[src/rtl/monotonic_table_bracket_search_top_assert.svh]
// Assertion macros shared by the bracket search RTL.
// Both macros expect clk_i in the enclosing module; MTBS_ASSERT also expects rst_ni.
`ifndef MONOTONIC_TABLE_BRACKET_SEARCH_TOP_ASSERT_SVH
`define MONOTONIC_TABLE_BRACKET_SEARCH_TOP_ASSERT_SVH

`ifndef SYNTHESIS

// Checked only while out of reset
`define MTBS_ASSERT(name, prop, msg) \
  name: assert property (@(posedge clk_i) disable iff (!rst_ni) prop) else $error(msg);

// Checked at every edge, reset included
`define MTBS_ASSERT_ALWAYS(name, prop, msg) \
  name: assert property (@(posedge clk_i) prop) else $error(msg);

`else

`define MTBS_ASSERT(name, prop, msg)
`define MTBS_ASSERT_ALWAYS(name, prop, msg)

`endif

`endif

[src/rtl/mtbs_pkg.sv]
package mtbs_pkg;

  // Table geometry
  localparam int unsigned TABLE_DEPTH = 1024;
  localparam int unsigned KEY_WIDTH   = 32;
  localparam int unsigned IDX_W       = $clog2(TABLE_DEPTH);
  // Search arithmetic: room for jl + inc without wrap
  localparam int unsigned PTR_W       = IDX_W + 2;

  // Configuration registers
  localparam int unsigned CFG_W     = 11;
  localparam int unsigned CFG_IDX_W = 2;

  // Queue between front and back
  localparam int unsigned QUEUE_DEPTH = 4;
  localparam int unsigned QPTR_W      = $clog2(QUEUE_DEPTH);
  localparam int unsigned QCNT_W      = QPTR_W + 1;

  typedef enum logic [1:0] {
    CMD_WRITE  = 2'd0,
    CMD_LOCATE = 2'd1,
    CMD_HUNT   = 2'd2,
    CMD_UNUSED = 2'd3
  } cmd_e;

  typedef enum logic [1:0] {
    OP_WRITE,
    OP_LOCATE,
    OP_HUNT,
    OP_SIZE_ERR
  } op_e;

  typedef enum logic [CFG_IDX_W-1:0] {
    CFG_TABLE_SIZE    = 2'd0,
    CFG_WINDOW_POINTS = 2'd1,
    CFG_CORR_DIST     = 2'd2
  } cfg_idx_e;

  localparam logic [CFG_W-1:0] TABLE_SIZE_RST    = CFG_W'(2);
  localparam logic [CFG_W-1:0] WINDOW_POINTS_RST = CFG_W'(2);
  localparam logic [CFG_W-1:0] CORR_DIST_RST     = CFG_W'(1);

  typedef struct packed {
    logic [1:0]                  command;
    logic signed [KEY_WIDTH-1:0] key_value;
    logic [IDX_W-1:0]            entry_index;
  } in_item_t;

  typedef struct packed {
    logic [IDX_W-1:0] window_start;
    logic             correlated;
    logic             size_error;
  } out_item_t;

  // Classified work item handed from front to back
  typedef struct packed {
    op_e                         kind;
    logic signed [KEY_WIDTH-1:0] key;
    logic [IDX_W-1:0]            index;
  } op_t;

  typedef struct packed {
    logic [CFG_W-1:0] table_size;
    logic [CFG_W-1:0] window_points;
    logic [CFG_W-1:0] corr_dist;
  } cfg_t;

endpackage

[src/rtl/mtbs_queue.sv]
`include "monotonic_table_bracket_search_top_assert.svh"

module mtbs_queue (
  input  logic          clk_i,
  input  logic          rst_ni,
  input  logic          push_i,
  input  mtbs_pkg::op_t item_i,
  output logic          full_o,
  input  logic          pop_i,
  output logic          valid_o,
  output mtbs_pkg::op_t item_o
);
  import mtbs_pkg::*;

  op_t                slot_q [QUEUE_DEPTH];
  logic [QPTR_W-1:0]  wr_ptr_q, wr_ptr_d;
  logic [QPTR_W-1:0]  rd_ptr_q, rd_ptr_d;
  logic [QCNT_W-1:0]  count_q, count_d;

  assign full_o  = (count_q == QCNT_W'(QUEUE_DEPTH));
  assign valid_o = (count_q != '0);
  assign item_o  = slot_q[rd_ptr_q];

  // Pointer and fill count update
  always_comb begin
    wr_ptr_d = push_i ? wr_ptr_q + QPTR_W'(1) : wr_ptr_q;
    rd_ptr_d = pop_i  ? rd_ptr_q + QPTR_W'(1) : rd_ptr_q;
    count_d  = count_q;
    if (push_i && !pop_i) begin
      count_d = count_q + QCNT_W'(1);
    end else if (!push_i && pop_i) begin
      count_d = count_q - QCNT_W'(1);
    end
  end

  always_ff @(posedge clk_i or negedge rst_ni) begin
    if (!rst_ni) begin
      wr_ptr_q <= '0;
      rd_ptr_q <= '0;
      count_q  <= '0;
    end else begin
      wr_ptr_q <= wr_ptr_d;
      rd_ptr_q <= rd_ptr_d;
      count_q  <= count_d;
    end
  end

  // Storage
  always_ff @(posedge clk_i) begin
    if (push_i) begin
      slot_q[wr_ptr_q] <= item_i;
    end
  end

  `MTBS_ASSERT_ALWAYS(a_q_count_bound, count_q <= QCNT_W'(QUEUE_DEPTH), "queue count overrun")
  `MTBS_ASSERT(a_q_no_push_full, push_i |-> !full_o, "push into full queue")
  `MTBS_ASSERT(a_q_no_pop_empty, pop_i |-> valid_o, "pop from empty queue")

endmodule

[config.mk]
export PLATFORM = sky130hd
export DESIGN_NAME = mtbs_queue
export DESIGN_NICKNAME = d
export VERILOG_FILES = /design/src/rtl/mtbs_pkg.sv /design/src/rtl/mtbs_queue.sv
export VERILOG_INCLUDE_DIRS = /design/src /design/src/rtl
export SDC_FILE = /design/constraint.sdc
export NUM_CORES = 1
export LEC_CHECK = 0
export BUFFER_PORTS_ARGS = -buffer_cell sky130_fd_sc_hd__buf_4
export CAP_MARGIN = 20
export CORE_MARGIN = 1
export CORE_UTILIZATION = 52
export DETAILED_ROUTE_END_ITERATION = 8
export PLACE_DENSITY = 0.73
export SETUP_SLACK_MARGIN = 0.02
export SLEW_MARGIN = 20
export SYNTH_ARGS = -nofsm -noshare
export SYNTH_HDL_FRONTEND = slang
export SYNTH_SLANG_ARGS = --single-unit
[constraint.sdc]
create_clock -name clk_i -period 2.7 [get_ports clk_i]
set_input_delay 0.135 -clock clk_i [delete_from_list [all_inputs] [get_ports clk_i]]
set_output_delay 0.135 -clock clk_i [all_outputs]
set_load 0.05 [all_outputs]
==> impl_metrics.ini, run 1 <==
[floorplanning]
core.rowCount = 41
die_h_microns = 116
coreArea_sq_um = 12700
io_pins = 94
die_x_microns = 116
dieArea_sq_um = 13600
initial_core_util_pct = 53.7

[timing]
finalHoldViolCount = 0
rsz0062_at_grt = no
clock.fmax_ghz = 0.426
fin_setup_tns_ns = 0
layout_setup_ws_ns = 0.350
timing.final.crit_share_pct = 87.0
setup_violations = 0
holdWs_ns = 0.0843
drv_slew = 0
slew_headroom_pct = 54.7
finalCriticalPeriod_ns = 2.35
max_slew.worst_pin.slew_ns = 0.679
clock_skew_ns = 0.00481

[worst_hold_path]
worstHoldPathType = in2async

[critical_path]
cp_max_fo = 28
worstSetupEndpointType = primary output
timing.critical_path.buf_inv = 2
timing.rr.start = wr_ptr_q[1]$_DFFE_PN0P_
rr_worst_depth = 4
crit_top_cell = buf_4
slowest_stage = dfrtp_4
crit_type = reg2out
rrSetupSlack_ns = 0.89
path_depth = 3
path_delay_family = flip-flops
cp_data_required_time_ns = 2.57
timing.rr.end = slot_q[1][16]$_DFFE_PP_
cp_slowest_stage_delay_ns = 0.79
path_cells = buf_4 > mux4_2 > buf_4
crit_arrival_ns = 2.21
start_kind = flip-flop

[logic_synthesis]
ys.warnings.count = 0
synth_cell_types = 19
synth_top_area_share_pct = 77.6
ys_top_cells_by_area = edfxtp_1 78%, mux4_2 13%, dfrtp_1 2.6%, mux4_1 2.3%, buf_12 1.2%
synth-edff-count = 176
async_reset_ff_share_pct = 3.83
synth_ff_type = edfxtp_1
yosysMostFrequentCell = edfxtp_1
syn_avg_cell_area_sq_um = 25.8
synth-seq-area-share_pct = 80.2
synth_top_cells_by_count = 176 x edfxtp_1, 38 x mux4_2, 7 x dfrtp_1
yosysTopAreaCell = edfxtp_1
syn_nets = 318
syn_area_sq_um = 6810
yosys_register_bits = 183
synthCells = 264

[power_and_ir_drop]
combPwrFrac_pct = 37.5
leakagePower_uw = 0.00314
pwr-share-clk_pct = 24.9
p_int_uw = 6960
power_frac_seq_pct = 37.6
power_uw = 10800
irDropWorstVdd_uv = 811
swShare_pct = 35.3
p_switching_uw = 3800
power-per-cell-area_nw_per_um2 = 1210

[route]
drc = 0
dr_wl_met2_microns = 5920
wl_met1_microns = 4590
dr.pass1.iters = 4
dr.first_iter.drc_count = 175
ant_nets = 0
routed.top_layer = met4
route.vias.total = 3165
detail_route.wl_per_cell_microns = 18.6
drt_wl_total_microns = 11300
wl_met3_microns = 637
drt-vias-per-instance = 5.22

[clocking]
path_clk_slew_ns = 0.06
cts_buffers = 17
cts_resized = 0
cts-root-buf = clkbuf_16
h-tree-depth = 4
cts_buffer_depth = 2
cts_tree = done
hold_buffers = 47
clock_sinks = 183
clk_latency_ns = 0.41
cts_setup_buffers = 0

[finish]
drive_gt1_share_pct = 40.6
fin_nets = 476
stdcell_area_sq_um = 8870
antennaDiodeCount = 0
syn2layout_area_growth_pct = 30.3
fill_cells = 788

[grt]
antenna_found_initial = 0
grt_max_degree = 29
grtUsageTotal_pct = 18.7
grt_pass1_wl_microns = 17800
grt_overflow = 0
grt_pass1_vias = 3453

[place]
place_congestion = 0.669
dp_slack_ns = 0.748
postPlaceCellArea_sq_um = 7740
port_buffers = 93
dp_hpwl_microns = 6740

[status]
status = finished clean

[job]
cap_violations = 0
registers in the layout, indices dropped and copies added, names as in the netlist:
register and flops:
slot_q 176, count_q 3, rd_ptr_q 2, wr_ptr_q 2
cell type report:
class | instances | area (sq um) | share of cell area (%)
Timing Repair Buffer | 149 | 1300 | 14.6
Inverter | 4 | 15.0 | 0.169
Clock buffer | 17 | 425 | 4.80
Clock inverter | 14 | 230 | 2.60
Multi-Input combinational cell | 67 | 1220 | 13.8
Sequential cell | 183 | 5470 | 61.6
Tap cell | 172 | 215 | 2.43
stage by stage:
step / util (%) / instances
4_1_cts: 70.0 / 606
3_3_place_gp: 61.1 / 528
3_5_place_dp: 61.1 / 528
5_1_grt: 70.0 / 606
6_report: 70.0 / 606
2_1_floorplan: - / 264
cell families after synthesis:
group,synth area share [%]
flops,80.2
mux,15.1
buf+inv,1.93
simple gates,0.735
xor+xnor,0.772
fa+ha+maj,1.21
compound gates,0.0735
power groups by stage:
stage | clock network [uW] | logic, uW | registers, uW
final | 2680 | 4030 | 4040
after global routing | 2830 | 4250 | 4120
after CTS | 2730 | 4090 | 4060
after detailed placement | 0 | 4020 | 4120
after global placement | 0 | 4010 | 4080
after floorplan | 0 | 3150 | 3890
worst register-to-register path, cell delays in order (launching register included):
cell	delay, ns
dfrtp_1	0.40
inv_1	0.10
ha_1	0.14
and2_2	0.58
buf_12	0.28
how the worst max path moves through the flow:
stage	from	end	slack, ns
floorplan	wr_ptr_q[0]$_DFFE_PN0P_	slot_q[2][0]$_DFFE_PP_	0.62
global placement	rd_ptr_q[0]$_DFFE_PN0P_	item_o[12]	0.75
detailed placement	rd_ptr_q[0]$_DFFE_PN0P_	item_o[33]	0.75
CTS	rd_ptr_q[0]$_DFFE_PN0P_	item_o[33]	0.29
global route	rd_ptr_q[0]$_DFFE_PN0P_	item_o[38]	0.20
finish	rd_ptr_q[0]$_DFFE_PN0P_	item_o[33]	0.35
routing by layer:
layer / track usage [%] / vias up
met5: 0 / -
met4: 7.01 / 0
met3: 6.02 / 10
met2: 32.5 / 91
met1: 21.8 / 1628
li1: - / 1436
placed cells by master, fill, tap and decap left out, types with 5 or more instances in the layout:
| cell | synthesis | layout |
|---|---|---|
| bufinv_16 | 0 | 6 |
| clkbuf_16 | 0 | 17 |
| dfrtp_1 | 7 | 5 |
| dlygate4sd3_1 | 0 | 47 |
| buf_4 | 0 | 97 |
| buf_12 | 4 | 5 |
| mux4_2 | 38 | 38 |
| mux4_1 | 6 | 6 |
| ha_1 | 5 | 5 |
| edfxtp_1 | 176 | 176 |
Note: power is estimated with default switching activity, not from simulation.
==> run 2, diff against run 1 <==
--- a/config.mk
+++ b/config.mk
@@ -6,6 +6,7 @@
 export SDC_FILE = /design/constraint.sdc
 export NUM_CORES = 1
 export LEC_CHECK = 0
+export ABC_AREA = 1
 export BUFFER_PORTS_ARGS = -buffer_cell sky130_fd_sc_hd__buf_4
 export CAP_MARGIN = 20
 export CORE_MARGIN = 1
@@ -13,7 +14,6 @@
 export DETAILED_ROUTE_END_ITERATION = 8
 export PLACE_DENSITY = 0.73
 export SETUP_SLACK_MARGIN = 0.02
-export SLEW_MARGIN = 20
 export SYNTH_ARGS = -nofsm -noshare
 export SYNTH_HDL_FRONTEND = slang
 export SYNTH_SLANG_ARGS = --single-unit
==> run 2 against run 1 <==
Net effect:
- sequential share of layout area down 2.8 points
- critical path type unchanged
- non-clock buffer count is 3 higher
- largest power group is now combinational logic
- flip-flop and latch count unchanged
==> impl_metrics.ini, run 2 <==
[timing]
rsz0062_at_grt = no
finalHoldViolCount = 0
drv_slew = 0
finalCriticalPeriod_ns = 2.31
timing.final.crit_share_pct = 85.6
max_slew.worst_pin.slew_ns = 0.579
layout_setup_ws_ns = 0.390
clock_skew_ns = 0.00483
slew_headroom_pct = 61.4
clock.fmax_ghz = 0.433
fin_setup_tns_ns = 0
setup_violations = 0

[power_and_ir_drop]
power-per-cell-area_nw_per_um2 = 1220
p_int_uw = 6540
pwr-share-clk_pct = 19.7
power_frac_seq_pct = 35.2
leakagePower_uw = 0.00378
p_switching_uw = 4820
combPwrFrac_pct = 45.1
swShare_pct = 42.4
irDropWorstVdd_uv = 873

[grt]
grtUsageTotal_pct = 20.3
use_met1_pct = 24.5
grt_max_degree = 78
use_met3_pct = 6.69
grt_pass1_wl_microns = 22100
grt-busiest-layer = met2
met2_usage_pct = 33.5
grt_pass1_vias = 4564
antenna_found_initial = 1
grt_overflow = 0

[place]
place_congestion = 0.743
dp_cells = 817
port_buffers = 93
dp_hpwl_microns = 8380
dp_slack_ns = 0.837
postPlaceCellArea_sq_um = 8290

[clocking]
cts_tree = done
cts_buffer_depth = 2
h-tree-depth = 4
cts-root-buf = clkbuf_16
cts_resized = 0
clock_sinks = 183
clk_latency_ns = 0.41
path_clk_slew_ns = 0.06
cts_buffers = 17

[status]
status = finished clean

[finish]
layout_commonest_cell = edfxtp_1
fill_cells = 956
stdcell_area_sq_um = 9290
fin_nets = 757
drive_gt1_share_pct = 19.7
post-route-util_pct = 66.7
largest_reg_flops = 176
layout_common_cells = 176 x edfxtp_1, 146 x nand2_1, 102 x buf_4
syn2layout_area_growth_pct = 24.1
fin_cells = 895
seqCellArea_sq_um = 5470
multi_input_area_sq_um = 1400
regMostFlops = slot_q
reg.largest.list = slot_q (176), count_q (3)

[critical_path]
rrSetupSlack_ns = 0.89
rr_worst_depth = 5
worstSetupEndpointType = primary output
crit_type = reg2out
cp_max_fo = 50
start_kind = flip-flop
crit_arrival_ns = 2.18
timing.rr.end = slot_q[0][25]$_DFFE_PP_
crit_start = rd_ptr_q[0]$_DFFE_PN0P_
cp_data_required_time_ns = 2.57
timing.rr.start = wr_ptr_q[0]$_DFFE_PN0P_

[logic_synthesis]
synth-seq-area-share_pct = 73.0
synth.area.mux_share_pct = 0
synth-edff-count = 176
ys_top_cells_by_area = edfxtp_1 71%, o211ai_1 7.9%, nand2_1 7.3%, inv_1 5.0%, dfrtp_1 2.3%
async_reset_ff_share_pct = 3.83
syn_area_sq_um = 7480
synth-xor-area-share_pct = 0.468
synth_compound_area_share_pct = 9.50
ys.warnings.count = 0
synthCells = 562
synthAdderAreaFrac_pct = 1.10
yosys_register_bits = 183
synth_top_area_share_pct = 70.6
yosysMostFrequentCell = edfxtp_1
syn_nets = 616
synthSimpleGateAreaFrac_pct = 7.59
synth_ff_type = edfxtp_1
synth_cell_types = 21
yosysTopAreaCell = edfxtp_1
synth_top_cells_by_count = 176 x edfxtp_1, 146 x nand2_1, 99 x inv_1
syn_avg_cell_area_sq_um = 13.3
synth_top_family_by_area = compound AO/OA/AOI/OAI gates

[route]
route.vias.total = 4563
detail_route.wl_per_cell_microns = 15.8
dr.first_iter.drc_count = 319
drt_wl_total_microns = 14100
drc = 0
ant_nets = 0
dr.pass1.iters = 4
drt-vias-per-instance = 5.10

[floorplanning]
io_pins = 94
die_h_microns = 122
dieArea_sq_um = 14900
die_x_microns = 122
core.rowCount = 43
coreArea_sq_um = 13900
initial_core_util_pct = 53.7

[job]
cap_violations = 0

[worst_hold_path]
worstHoldPathType = in2async
-- run 2: cell types whose count changed in the layout (fill, tap and decap cells not counted), moves of 4 or more --
cell       before  now
mux4_2         38    0
and2_2          4    0
inv_1           4   95
clkbuf_1        0    6
bufinv_16       6    2
mux4_1          6    0
nand2_1         2  146
o211ai_1        0   79
o211ai_2        0    9
buf_4          97  102
inv_2           0    5
-- run 2: kinds of logic after synthesis --
kind of cell / Yosys count
xor gates and xnor gates: 4
buffers and inverters: 130
AOI/OAI and AO/OA: 89
adders and majority gates: 6
and+or+nand+nor: 150
DFF: 183
-- run 2: per-layer routing --
layer,up-vias,part of all wire [%]
met5,-,0
met4,0,1.3
met3,20,6.5
met2,134,50
met1,2187,42
li1,2222,-
-- run 2: worst max path at each step --
stage / to / slack [ns] / cells past startpoint
after CTS: item_o[39] / 0.37 / 5
final: item_o[39] / 0.39 / 5
after global placement: item_o[4] / 0.91 / 4
after global routing: item_o[39] / 0.24 / 5
after detailed placement: item_o[39] / 0.84 / 5
after floorplan: slot_q[2][0]$_DFFE_PP_ / 0.77 / 4
-- run 2: power groups by stage --
stage / sequential (uW) / clock, uW / combinational (uW)
5_1_grt: 4040 / 2390 / 5490
3_3_place_gp: 4010 / 0 / 4990
2_1_floorplan: 3910 / 0 / 3890
4_1_cts: 3990 / 2280 / 5170
6_report: 3990 / 2240 / 5120
3_5_place_dp: 4040 / 0 / 5090
-- run 2: per-stage QoR --
| stage | hold slack, ns | total power [uW] |
|---|---|---|
| 2_1_floorplan | -0.161 | 7800 |
| 3_3_place_gp | -0.0479 | 9010 |
| 3_5_place_dp | -0.0444 | 9140 |
| 4_1_cts | 0.0488 | 11400 |
| 5_1_grt | 0.0675 | 11900 |
| 6_report | 0.0757 | 11400 |
-- run 2: what timing repair did --
action / in CTS / in global routing
hold endpoints to repair: 187 / 0
buffers inserted: 0 / 0
hold buffers: 47 / 0
-- run 2: final cells by class --
class | count | area share (%)
repair buffers | 152 | 14.0
inverters | 100 | 4.04
multi-input cells | 249 | 15.0
flip-flops and latches | 183 | 58.8
clock inverters | 7 | 0.862
diodes | 1 | 0.0269
clock buffers | 23 | 4.82
well taps | 180 | 2.42
-- run 2: critical path: stages, from the launching register on --
cell and delay, ns:
dfrtp_4 0.76, buf_4 0.46, nand2_1 0.11, o211ai_1 0.09, nand2_1 0.10, buf_4 0.20
