File: src/rtl/monotonic_table_bracket_search_top_assert.svh
// Assertion macros shared by the bracket search RTL.
// Both macros expect clk_i in the enclosing module; MTBS_ASSERT also expects rst_ni.
`ifndef MONOTONIC_TABLE_BRACKET_SEARCH_TOP_ASSERT_SVH
`define MONOTONIC_TABLE_BRACKET_SEARCH_TOP_ASSERT_SVH

`ifndef SYNTHESIS

// Checked only while out of reset
`define MTBS_ASSERT(name, prop, msg) \
  name: assert property (@(posedge clk_i) disable iff (!rst_ni) prop) else $error(msg);

// Checked at every edge, reset included
`define MTBS_ASSERT_ALWAYS(name, prop, msg) \
  name: assert property (@(posedge clk_i) prop) else $error(msg);

`else

`define MTBS_ASSERT(name, prop, msg)
`define MTBS_ASSERT_ALWAYS(name, prop, msg)

`endif

`endif

File: src/rtl/mtbs_pkg.sv
package mtbs_pkg;

  // Table geometry
  localparam int unsigned TABLE_DEPTH = 1024;
  localparam int unsigned KEY_WIDTH   = 32;
  localparam int unsigned IDX_W       = $clog2(TABLE_DEPTH);
  // Search arithmetic: room for jl + inc without wrap
  localparam int unsigned PTR_W       = IDX_W + 2;

  // Configuration registers
  localparam int unsigned CFG_W     = 11;
  localparam int unsigned CFG_IDX_W = 2;

  // Queue between front and back
  localparam int unsigned QUEUE_DEPTH = 4;
  localparam int unsigned QPTR_W      = $clog2(QUEUE_DEPTH);
  localparam int unsigned QCNT_W      = QPTR_W + 1;

  typedef enum logic [1:0] {
    CMD_WRITE  = 2'd0,
    CMD_LOCATE = 2'd1,
    CMD_HUNT   = 2'd2,
    CMD_UNUSED = 2'd3
  } cmd_e;

  typedef enum logic [1:0] {
    OP_WRITE,
    OP_LOCATE,
    OP_HUNT,
    OP_SIZE_ERR
  } op_e;

  typedef enum logic [CFG_IDX_W-1:0] {
    CFG_TABLE_SIZE    = 2'd0,
    CFG_WINDOW_POINTS = 2'd1,
    CFG_CORR_DIST     = 2'd2
  } cfg_idx_e;

  localparam logic [CFG_W-1:0] TABLE_SIZE_RST    = CFG_W'(2);
  localparam logic [CFG_W-1:0] WINDOW_POINTS_RST = CFG_W'(2);
  localparam logic [CFG_W-1:0] CORR_DIST_RST     = CFG_W'(1);

  typedef struct packed {
    logic [1:0]                  command;
    logic signed [KEY_WIDTH-1:0] key_value;
    logic [IDX_W-1:0]            entry_index;
  } in_item_t;

  typedef struct packed {
    logic [IDX_W-1:0] window_start;
    logic             correlated;
    logic             size_error;
  } out_item_t;

  // Classified work item handed from front to back
  typedef struct packed {
    op_e                         kind;
    logic signed [KEY_WIDTH-1:0] key;
    logic [IDX_W-1:0]            index;
  } op_t;

  typedef struct packed {
    logic [CFG_W-1:0] table_size;
    logic [CFG_W-1:0] window_points;
    logic [CFG_W-1:0] corr_dist;
  } cfg_t;

endpackage

File: src/rtl/mtbs_front.sv
module mtbs_front (
  input  logic              in_valid_i,
  output logic              in_stall_o,
  input  mtbs_pkg::in_item_t in_item_i,
  input  mtbs_pkg::cfg_t    cfg_i,
  input  logic              q_full_i,
  output logic              push_o,
  output mtbs_pkg::op_t     op_o
);
  import mtbs_pkg::*;

  logic size_bad;

  // Size settings check, done once per item here
  assign size_bad = (cfg_i.table_size < CFG_W'(2)) ||
                    (cfg_i.window_points < CFG_W'(2)) ||
                    (cfg_i.window_points > cfg_i.table_size) ||
                    (cfg_i.table_size > CFG_W'(TABLE_DEPTH));

  assign in_stall_o = q_full_i;

  // Classify the command; the unused code is consumed and dropped
  always_comb begin
    op_o.key   = in_item_i.key_value;
    op_o.index = in_item_i.entry_index;
    op_o.kind  = OP_WRITE;
    push_o     = 1'b0;
    case (cmd_e'(in_item_i.command))
      CMD_WRITE: begin
        op_o.kind = OP_WRITE;
        push_o    = in_valid_i && !q_full_i;
      end
      CMD_LOCATE: begin
        op_o.kind = size_bad ? OP_SIZE_ERR : OP_LOCATE;
        push_o    = in_valid_i && !q_full_i;
      end
      CMD_HUNT: begin
        op_o.kind = size_bad ? OP_SIZE_ERR : OP_HUNT;
        push_o    = in_valid_i && !q_full_i;
      end
      default: begin
        push_o = 1'b0;
      end
    endcase
  end

endmodule

File: config.mk
export PLATFORM = sky130hd
export DESIGN_NAME = mtbs_front
export DESIGN_NICKNAME = d
export VERILOG_FILES = /design/src/rtl/monotonic_table_bracket_search_top_assert.svh /design/src/rtl/mtbs_pkg.sv /design/src/rtl/mtbs_front.sv
export SDC_FILE = /design/constraint.sdc
export NUM_CORES = 1
export LEC_CHECK = 0
export BUFFER_PORTS_ARGS = -buffer_cell sky130_fd_sc_hd__buf_4
export CORE_AREA = 2 2 53 55
export DETAILED_ROUTE_END_ITERATION = 10
export DIE_AREA = 0 0 55 57
export PLACE_DENSITY = 0.89
export RECOVER_POWER = 25
export SYNTH_ARGS = -nofsm -noshare
export SYNTH_HDL_FRONTEND = slang
export SYNTH_SLANG_ARGS = --single-unit
File: constraint.sdc
create_clock -name vclk -period 3.45
set_input_delay 0.5175 -clock vclk [all_inputs]
set_output_delay 0.5175 -clock vclk [all_outputs]
set_load 0.005 [all_outputs]
==> out/qor.csv, run 1 <==
stage,metric,value,unit
finish,Layout Nets,181,
timing,Final Max Tran Viols,0,
yosys,post-synth cell types,22,
yosys,"area leader, netlist",buf_4,
die,core area,2615,um2
finish,FF/Latch Area,0,um2
drt,wire length per cell,11.24,um
global_route,largest net degree at the start of global routing,4,
finish,ANT cells,0,
timing,Setup WS post-layout,964.1,ps
critical_path,Crit Path Class,primary input to primary output,
global_route,gr ovfl total,0,
yosys,synth warn,0,
yosys,Synth area leaders,"buf_4 43%, ha_1 23%, inv_1 6.5%, nand4_1 3.4%, nor4_4 2.9%",
worst_hold_path,min-delay worst type,primary input to primary output,
flow_run,Max Cap Viol,0,
die,Starting Density,28.52,%
global_route,first-pass GRT wire length,2194,um
yosys,register area share after synthesis,0,%
yosys,synthesized area per cell,7.532,um2
power_and_ir_drop,leakage,0.0003888,uW
placement,DP Worst Slack,960.8,ps
yosys,post-synthesis cell count,99,
timing,Slew HR,78.74,%
power_and_ir_drop,peak supply drop,0.03512,mV
timing,Worst Tran Pin Value,316.0,ps
finish,FILL cells,293,
die,die footprint,3135,um2
finish,multi-input logic area,374.1,um2
timing,RSZ-0062 raised after global routing,false,
clocking,Post-CTS Hold Buffers,0,
die,Ports,125,
yosys,Synth Net Count,192,
drt,DRT antenna net count,0,
placement,PortBufs,30,
timing,Max Fclk,402.3,MHz
drt,Total Wirelength,1315,um
finish,layout cells sized above 1,37.21,%
critical_path,crit end category,primary output,
clocking,Post-CTS Resized,0,
critical_path,worst-path fanout max,3,
finish,post-route design area,686.9,um2
finish,"leading cell types in the layout, fill and taps excluded","30 x buf_4, 14 x ha_1, 13 x inv_1, 4 x nand4_1, 4 x a21oi_1",
critical_path,critical path depth,8,
critical_path,Crit path largest cell delay,340,ps
drt,DRT iter0 DRCs,6,
global_route,total global-route track usage,8.941,%
die,Placement Rows,19,
drt,First-pass DRT Iterations,2,
global_route,number of antenna violations at the first check in global routing,0,
drt,DRC viols,0,
global_route,vias in the first global route,546,
critical_path,CP Data Required Time,2930,ps
critical_path,cell family with most CP delay,compound AO/OA/AOI/OAI gates,
critical_path,CP cell instances,buf_4 -> ha_1 -> a21oi_1 -> o21ai_0 -> a221o_1 -> o21ai_1 -> a21oi_1 -> buf_4,
critical_path,"Buf+Inv Stages, Crit Path",2,
drt,routed vias,523,
timing,final hold vios,0,
yosys,Synth Cell Area,745.7,um2
die,Die Y,57,um
timing,post-layout minimum cycle time,2486,ps
critical_path,CP Launch Type,primary input,
run_status,status,"complete, no violations",
finish,"most common cell after layout, fill and taps aside",buf_4,
yosys,Yosys top cell area share,43.29,%
finish,seq_cells,0,
timing,Hold Slack,1035,ps
critical_path,crit path DAT,1970,ps
clocking,postcts setup bufs,0,
finish,Area growth syn-to-layout,-7.886,%
die,Die X,55,um
drt,Vias/cell,4.470,
critical_path,Worst Setup EP,op_o[43],
finish,CLK BUF,0,
power_and_ir_drop,power per standard cell area,101.8,nW/um2
placement,RePlAce Congestion,0.7293,
timing,final period utilization,72.06,%
timing,setup tns final,0,ps
critical_path,crit path from,cfg_i[13],
critical_path,CP max-delay cell,a221o_1,
placement,DP Wirelength,1214,um
placement,DP Area,686.9,um2
timing,Final setup viols,0,
synth_stat cells, types with 2 or more instances:
| cell type | instances |
|---|---|
| a21o_1 | 2 |
| a21oi_1 | 4 |
| buf_4 | 43 |
| ha_1 | 14 |
| inv_1 | 13 |
| nand4_1 | 4 |
| nor2_1 | 2 |
| nor3_1 | 3 |
power by group:
part	total [uW]	switching (uW)	internal [uW]
logic	69.9	29.9	40.0
registers	0	0	0
clock network	0	0	0
per-layer routing:
layer	vias to the layer above	GRT usage, %	part of all wire, %
met5	-	0	0
met4	0	3.484	3.0
met3	12	1.309	8.7
met2	14	16.33	52
met1	230	9.936	36
li1	267	-	-
worst min path at each step:
stage / from / end / slack, ps / cells after the start
2_1_floorplan: q_full_i / push_o / 1070 / 1
3_3_place_gp: in_item_i[24] / op_o[24] / 1040 / 0
3_5_place_dp: in_item_i[24] / op_o[24] / 1040 / 0
4_1_cts: in_item_i[24] / op_o[24] / 1040 / 0
5_1_grt: in_item_i[35] / op_o[35] / 1040 / 0
6_report: in_item_i[12] / op_o[12] / 1040 / 0
logic make-up (layout without fill, tap and decap cells):
logic type	after synthesis	count (layout)	share of synthesized area, %
AOI/OAI and AO/OA	12	12	10.57
adders and majority gates	14	14	23.49
buffers and inverters	56	43	49.83
muxes	1	1	1.342
and+or+nand+nor	16	16	14.76
cell type report:
| class | count | share of cell area, % |
|---|---|---|
| multi-input combinational | 43 | 54.46 |
| timing repair buffer | 30 | 32.79 |
| tap | 31 | 5.647 |
| inverter | 13 | 7.104 |
per-stage QoR:
step	util, %	instances	total power, uW
floorplan	-	99	72.16
global route	26.27	117	80.08
CTS	26.27	117	70.84
global placement	26.27	117	68.77
finish	26.27	117	69.95
detailed placement	26.27	117	70.77
Note: power is estimated with default switching activity, not from simulation.
==> run 2: changes to the inputs <==
--- a/config.mk
+++ b/config.mk
@@ -6,10 +6,10 @@
 export NUM_CORES = 1
 export LEC_CHECK = 0
 export BUFFER_PORTS_ARGS = -buffer_cell sky130_fd_sc_hd__buf_4
-export CORE_AREA = 2 2 53 55
+export CORE_AREA = 2 2 54 56
 export DETAILED_ROUTE_END_ITERATION = 10
-export DIE_AREA = 0 0 55 57
-export PLACE_DENSITY = 0.89
+export DIE_AREA = 0 0 56 58
+export PLACE_DENSITY = 0.86
 export RECOVER_POWER = 25
 export SYNTH_ARGS = -nofsm -noshare
 export SYNTH_HDL_FRONTEND = slang
==> constraint.sdc (replaced) <==
create_clock -name vclk -period 2.3
set_input_delay 0.345 -clock vclk [all_inputs]
set_output_delay 0.345 -clock vclk [all_outputs]
set_load 0.005 [all_outputs]
==> out/qor.csv, run 2 (synthesis results as in run 1) <==
stage,metric,value,unit,change
timing,Slew HR,79.70,%,was 78.74%
run_status,status,"complete, no violations",,unchanged
placement,RePlAce Congestion,0.7795,,was 0.7293
critical_path,crit end category,primary output,,unchanged
die,Placement Rows,19,,unchanged
finish,Final Non-Filler Cells,117,,unchanged
timing,Final Max Tran Viols,0,,unchanged
finish,multi-input logic area,374.1,um2,unchanged
critical_path,CP Data Required Time,1960,ps,was 2930 ps
placement,DP Worst Slack,156.2,ps,was 960.8 ps
global_route,number of antenna violations at the first check in global routing,0,,unchanged
drt,DRT iter0 DRCs,8,,was 6
timing,RSZ-0062 raised after global routing,false,,unchanged
clocking,Post-CTS Hold Buffers,0,,unchanged
die,core area,2663,um2,was 2615 um2
die,Starting Density,28.01,%,was 28.52%
drt,DRC viols,0,,unchanged
global_route,total global-route track usage,7.470,%,was 8.941%
timing,setup tns final,0,ps,unchanged
die,die footprint,3248,um2,was 3135 um2
worst_hold_path,WHS Endpoint,op_o[13],,was op_o[12]
timing,final period utilization,93.85,%,
placement,Placed Cells,117,,unchanged
die,Ports,125,,unchanged
timing,Setup WS post-layout,141.6,ps,was 964.1 ps
placement,PortBufs,30,,unchanged
clocking,Post-CTS Resized,0,,unchanged
drt,met2 wire length,618,um,was 681 um
timing,Final setup viols,0,,unchanged
timing,Max Fclk,463.3,MHz,
worst_hold_path,hold path startpoint,in_item_i[13],,was in_item_i[12]
drt,wire length per cell,11.21,um,was 11.24 um
finish,FF/Latch Area,0,um2,unchanged
critical_path,crit path DAT,1810,ps,was 1970 ps
power_and_ir_drop,power per standard cell area,152.3,nW/um2,was 101.8 nW/um2
finish,Area growth syn-to-layout,-7.886,%,unchanged
drt,top routing layer in use,met4,,unchanged
die,Die X,56,um,was 55 um
drt,wire length on met1,485,um,was 478 um
timing,post-layout minimum cycle time,2158,ps,
clocking,postcts setup bufs,0,,unchanged
finish,"most common cell after layout, fill and taps aside",buf_4,,unchanged
global_route,largest net degree at the start of global routing,4,,unchanged
finish,"leading cell types in the layout, fill and taps excluded","30 x buf_4, 14 x ha_1, 13 x inv_1, 4 x nand4_1, 4 x a21oi_1",,unchanged
drt,DRT antenna net count,0,,unchanged
worst_hold_path,worst hold path depth,0,,unchanged
global_route,first-pass GRT wire length,2035,um,was 2194 um
global_route,gr ovfl total,0,,unchanged
finish,CLK BUF,0,,unchanged
critical_path,Crit Path Class,primary input to primary output,,unchanged
die,Die Y,58,um,was 57 um
power_and_ir_drop,leakage,0.0003888,uW,unchanged
finish,FILL cells,306,,was 293
power_and_ir_drop,total power,104.6,uW,was 69.95 uW
drt,Vias/cell,4.504,,was 4.470
finish,layout cells sized above 1,37.21,%,unchanged
timing,Worst Tran Pin Value,301.7,ps,was 316.0 ps
timing,final hold vios,0,,unchanged
global_route,vias in the first global route,503,,was 546
flow_run,Max Cap Viol,0,,unchanged
drt,DR WL met3,178,um,was 115 um
critical_path,CP Launch Type,primary input,,unchanged
worst_hold_path,min-delay worst type,primary input to primary output,,unchanged
placement,DP Wirelength,1211,um,was 1214 um
drt,Total Wirelength,1311,um,was 1315 um
finish,seq_cells,0,,unchanged
drt,routed vias,527,,was 523
drt,First-pass DRT Iterations,3,,was 2
finish,ANT cells,0,,unchanged
finish,Layout Nets,181,,unchanged
critical_path,worst-path fanout max,3,,unchanged
power_and_ir_drop,peak supply drop,0.04620,mV,was 0.03512 mV
## run 2: critical path, cell delays in order
cell and delay (ps):
buf_4 120, ha_1 320, a21oi_1 130, o21ai_0 100, a221o_1 340, o21ai_1 200, a21oi_1 110, buf_4 150
## run 2: worst max-delay path by stage
| stage | startpoint | to | slack [ps] | depth (start not counted) |
|---|---|---|---|---|
| floorplan | cfg_i[24] | op_o[42] | 520 | 7 |
| global placement | cfg_i[13] | op_o[42] | 190 | 8 |
| detailed placement | cfg_i[13] | op_o[42] | 160 | 8 |
| CTS | cfg_i[13] | op_o[42] | 160 | 8 |
| global route | cfg_i[13] | op_o[42] | 40 | 8 |
| finish | cfg_i[13] | op_o[42] | 140 | 8 |
## run 2: cell type report
cell class | instances | area share (%)
Multi-Input combinational cell | 43 | 54.46
Tap cell | 31 | 5.647
Timing Repair Buffer | 30 | 32.79
Inverter | 13 | 7.104
## run 2: metal layers
layer / global-route usage, % / vias to the layer above
met5: 0 / -
met4: 2.381 / 0
met3: 2.009 / 10
met2: 13.11 / 24
met1: 8.895 / 227
li1: - / 266
## run 2: power by group
part           switching [uW]  leakage, uW  internal, uW  total [uW]
clock                       0            0             0           0
sequential                  0            0             0           0
combinational            44.5     0.000389          60.1         105
total                    44.5     0.000389          60.1         105
## run 2: stage by stage
stage / hold WS, ps / utilization [%] / instance area, um2
after floorplan: 723.0 / - / 745.7
after global placement: 690.0 / 25.80 / 686.9
after detailed placement: 690.0 / 25.80 / 686.9
after CTS: 690.0 / 25.80 / 686.9
after global routing: 690.0 / 25.80 / 686.9
final: 690.0 / 25.80 / 686.9
==> run 3: changes to the inputs <==
--- a/config.mk
+++ b/config.mk
@@ -9,7 +9,7 @@
 export CORE_AREA = 2 2 54 56
 export DETAILED_ROUTE_END_ITERATION = 10
 export DIE_AREA = 0 0 56 58
-export PLACE_DENSITY = 0.86
+export PLACE_DENSITY = 0.79
 export RECOVER_POWER = 25
 export SYNTH_ARGS = -nofsm -noshare
 export SYNTH_HDL_FRONTEND = slang
==> out/qor.csv, run 3 (synthesis results as in run 1) <==
stage,metric,value,unit,change
run_status,status,"complete, no violations",,unchanged
finish,"leading cell types in the layout, fill and taps excluded","30 x buf_4, 14 x ha_1, 13 x inv_1, 4 x nand4_1, 4 x a21oi_1",,unchanged
placement,DP Wirelength,1232,um,was 1211 um
timing,Final Max Tran Viols,0,,unchanged
power_and_ir_drop,Sequential Power Share,0,%,about the same
die,core area,2663,um2,unchanged
global_route,met1 Use GR,7.951,%,was 8.895%
timing,Slew HR,76.16,%,was 79.70%
timing,Worst Tran Pin Value,354.4,ps,was 301.7 ps
die,Die Y,58,um,unchanged
timing,post-layout minimum cycle time,2107,ps,was 2158 ps
placement,DP Area,686.9,um2,unchanged
die,Starting Density,28.01,%,unchanged
timing,final period utilization,91.61,%,was 93.85%
flow_run,Max Cap Viol,0,,unchanged
finish,layout cells sized above 1,37.21,%,unchanged
global_route,first-pass GRT wire length,2056,um,was 2035 um
critical_path,crit end category,primary output,,unchanged
finish,CLK BUF,0,,unchanged
critical_path,crit path DAT,1760,ps,was 1810 ps
finish,Layout Nets,181,,unchanged
drt,wire length per cell,11.44,um,was 11.21 um
die,Placement Rows,19,,unchanged
global_route,GR Util met3,2.232,%,was 2.009%
finish,seq_cells,0,,unchanged
die,Die X,56,um,unchanged
power_and_ir_drop,Comb pwr share,100.0,%,about the same
worst_hold_path,hold path startpoint,in_item_i[11],,was in_item_i[13]
global_route,largest net degree at the start of global routing,4,,unchanged
global_route,gr busiest metal,met2,,unchanged
global_route,number of antenna violations at the first check in global routing,0,,unchanged
power_and_ir_drop,leakage,0.0003888,uW,unchanged
power_and_ir_drop,Psw,43.86,uW,was 44.47 uW
finish,FILL cells,298,,was 306
worst_hold_path,WHS Endpoint,op_o[11],,was op_o[13]
die,die footprint,3248,um2,unchanged
timing,Final setup viols,0,,unchanged
drt,Vias/cell,4.632,,was 4.504
drt,DRT iter0 DRCs,2,,was 8
global_route,gr ovfl total,0,,unchanged
timing,Setup WS post-layout,193.0,ps,was 141.6 ps
clocking,Post-CTS Hold Buffers,0,,unchanged
finish,ANT cells,0,,unchanged
critical_path,CP Data Required Time,1960,ps,about the same
placement,RePlAce Congestion,0.8512,,was 0.7795
drt,Total Wirelength,1338,um,was 1311 um
global_route,vias in the first global route,516,,was 503
power_and_ir_drop,peak supply drop,0.04206,mV,was 0.04620 mV
power_and_ir_drop,power per standard cell area,151.4,nW/um2,was 152.3 nW/um2
placement,DP Worst Slack,185.7,ps,was 156.2 ps
drt,First-pass DRT Iterations,4,,was 3
worst_hold_path,min-delay worst type,primary input to primary output,,unchanged
finish,"most common cell after layout, fill and taps aside",buf_4,,unchanged
drt,DRC viols,0,,unchanged
placement,PortBufs,30,,unchanged
drt,DRT antenna net count,0,,unchanged
power_and_ir_drop,Sw Ratio,42.16,%,was 42.51%
global_route,met2 Usage GRT,14.29,%,was 13.11%
timing,RSZ-0062 raised after global routing,false,,unchanged
clocking,Post-CTS Resized,0,,unchanged
drt,routed vias,542,,was 527
critical_path,CP Launch Type,primary input,,unchanged
critical_path,Crit Path Class,primary input to primary output,,unchanged
finish,post-route design area,686.9,um2,unchanged
finish,multi-input logic area,374.1,um2,unchanged
clocking,postcts setup bufs,0,,unchanged
timing,final hold vios,0,,unchanged
worst_hold_path,worst hold path depth,0,,unchanged
finish,FF/Latch Area,0,um2,unchanged
timing,setup tns final,0,ps,unchanged
critical_path,worst-path fanout max,3,,unchanged
finish,Area growth syn-to-layout,-7.886,%,unchanged
die,Ports,125,,unchanged
power_and_ir_drop,Clk pwr share,0,%,about the same
global_route,total global-route track usage,7.423,%,was 7.470%
power_and_ir_drop,cell internal pwr,60.17,uW,was 60.14 uW
timing,Max Fclk,474.6,MHz,was 463.3 MHz
## run 3: cell counts in the layout (fill, tap and decap cells not counted)
No cell type changed its count.
## run 3: through the flow
stage	hold slack, ps	instances	total power [uW]	utilization, %
2_1_floorplan	723.0	99	108.2	-
3_3_place_gp	690.0	117	104.1	25.80
3_5_place_dp	690.0	117	105.3	25.80
4_1_cts	690.0	117	105.8	25.80
5_1_grt	690.0	117	117.9	25.80
6_report	690.0	117	104.0	25.80
## run 3: final cells by class
| class | count | area share (%) |
|---|---|---|
| Inverter | 13 | 7.104 |
| Multi-Input combinational cell | 43 | 54.46 |
| Timing Repair Buffer | 30 | 32.79 |
| Tap cell | 31 | 5.647 |
## run 3: how the worst max path moves through the flow
stage,startpoint,depth (start not counted),to
6_report,cfg_i[13],8,op_o[43]
5_1_grt,cfg_i[13],8,op_o[43]
4_1_cts,cfg_i[13],8,op_o[43]
3_5_place_dp,cfg_i[13],8,op_o[43]
3_3_place_gp,cfg_i[13],8,op_o[42]
2_1_floorplan,cfg_i[24],7,op_o[42]
## run 3: metal layers
layer  vias up  routed length [um]
li1        269                   -
met1       238                 478
met2        27                 680
met3         8                 151
met4         0                  28
met5         -                   0
## run 3: power groups by stage
stage          Clock [uW]  Combinational [uW]  Sequential (uW)
2_1_floorplan           0                 108                0
6_report                0                 104                0
3_5_place_dp            0                 105                0
5_1_grt                 0                 118                0
3_3_place_gp            0                 104                0
4_1_cts                 0                 106                0
## run 3: worst max-delay path, stage by stage
cell     delay, ps
buf_4          120
ha_1           320
a21oi_1        120
o21ai_0         90
a221o_1        340
o21ai_1        180
a21oi_1        100
buf_4          140
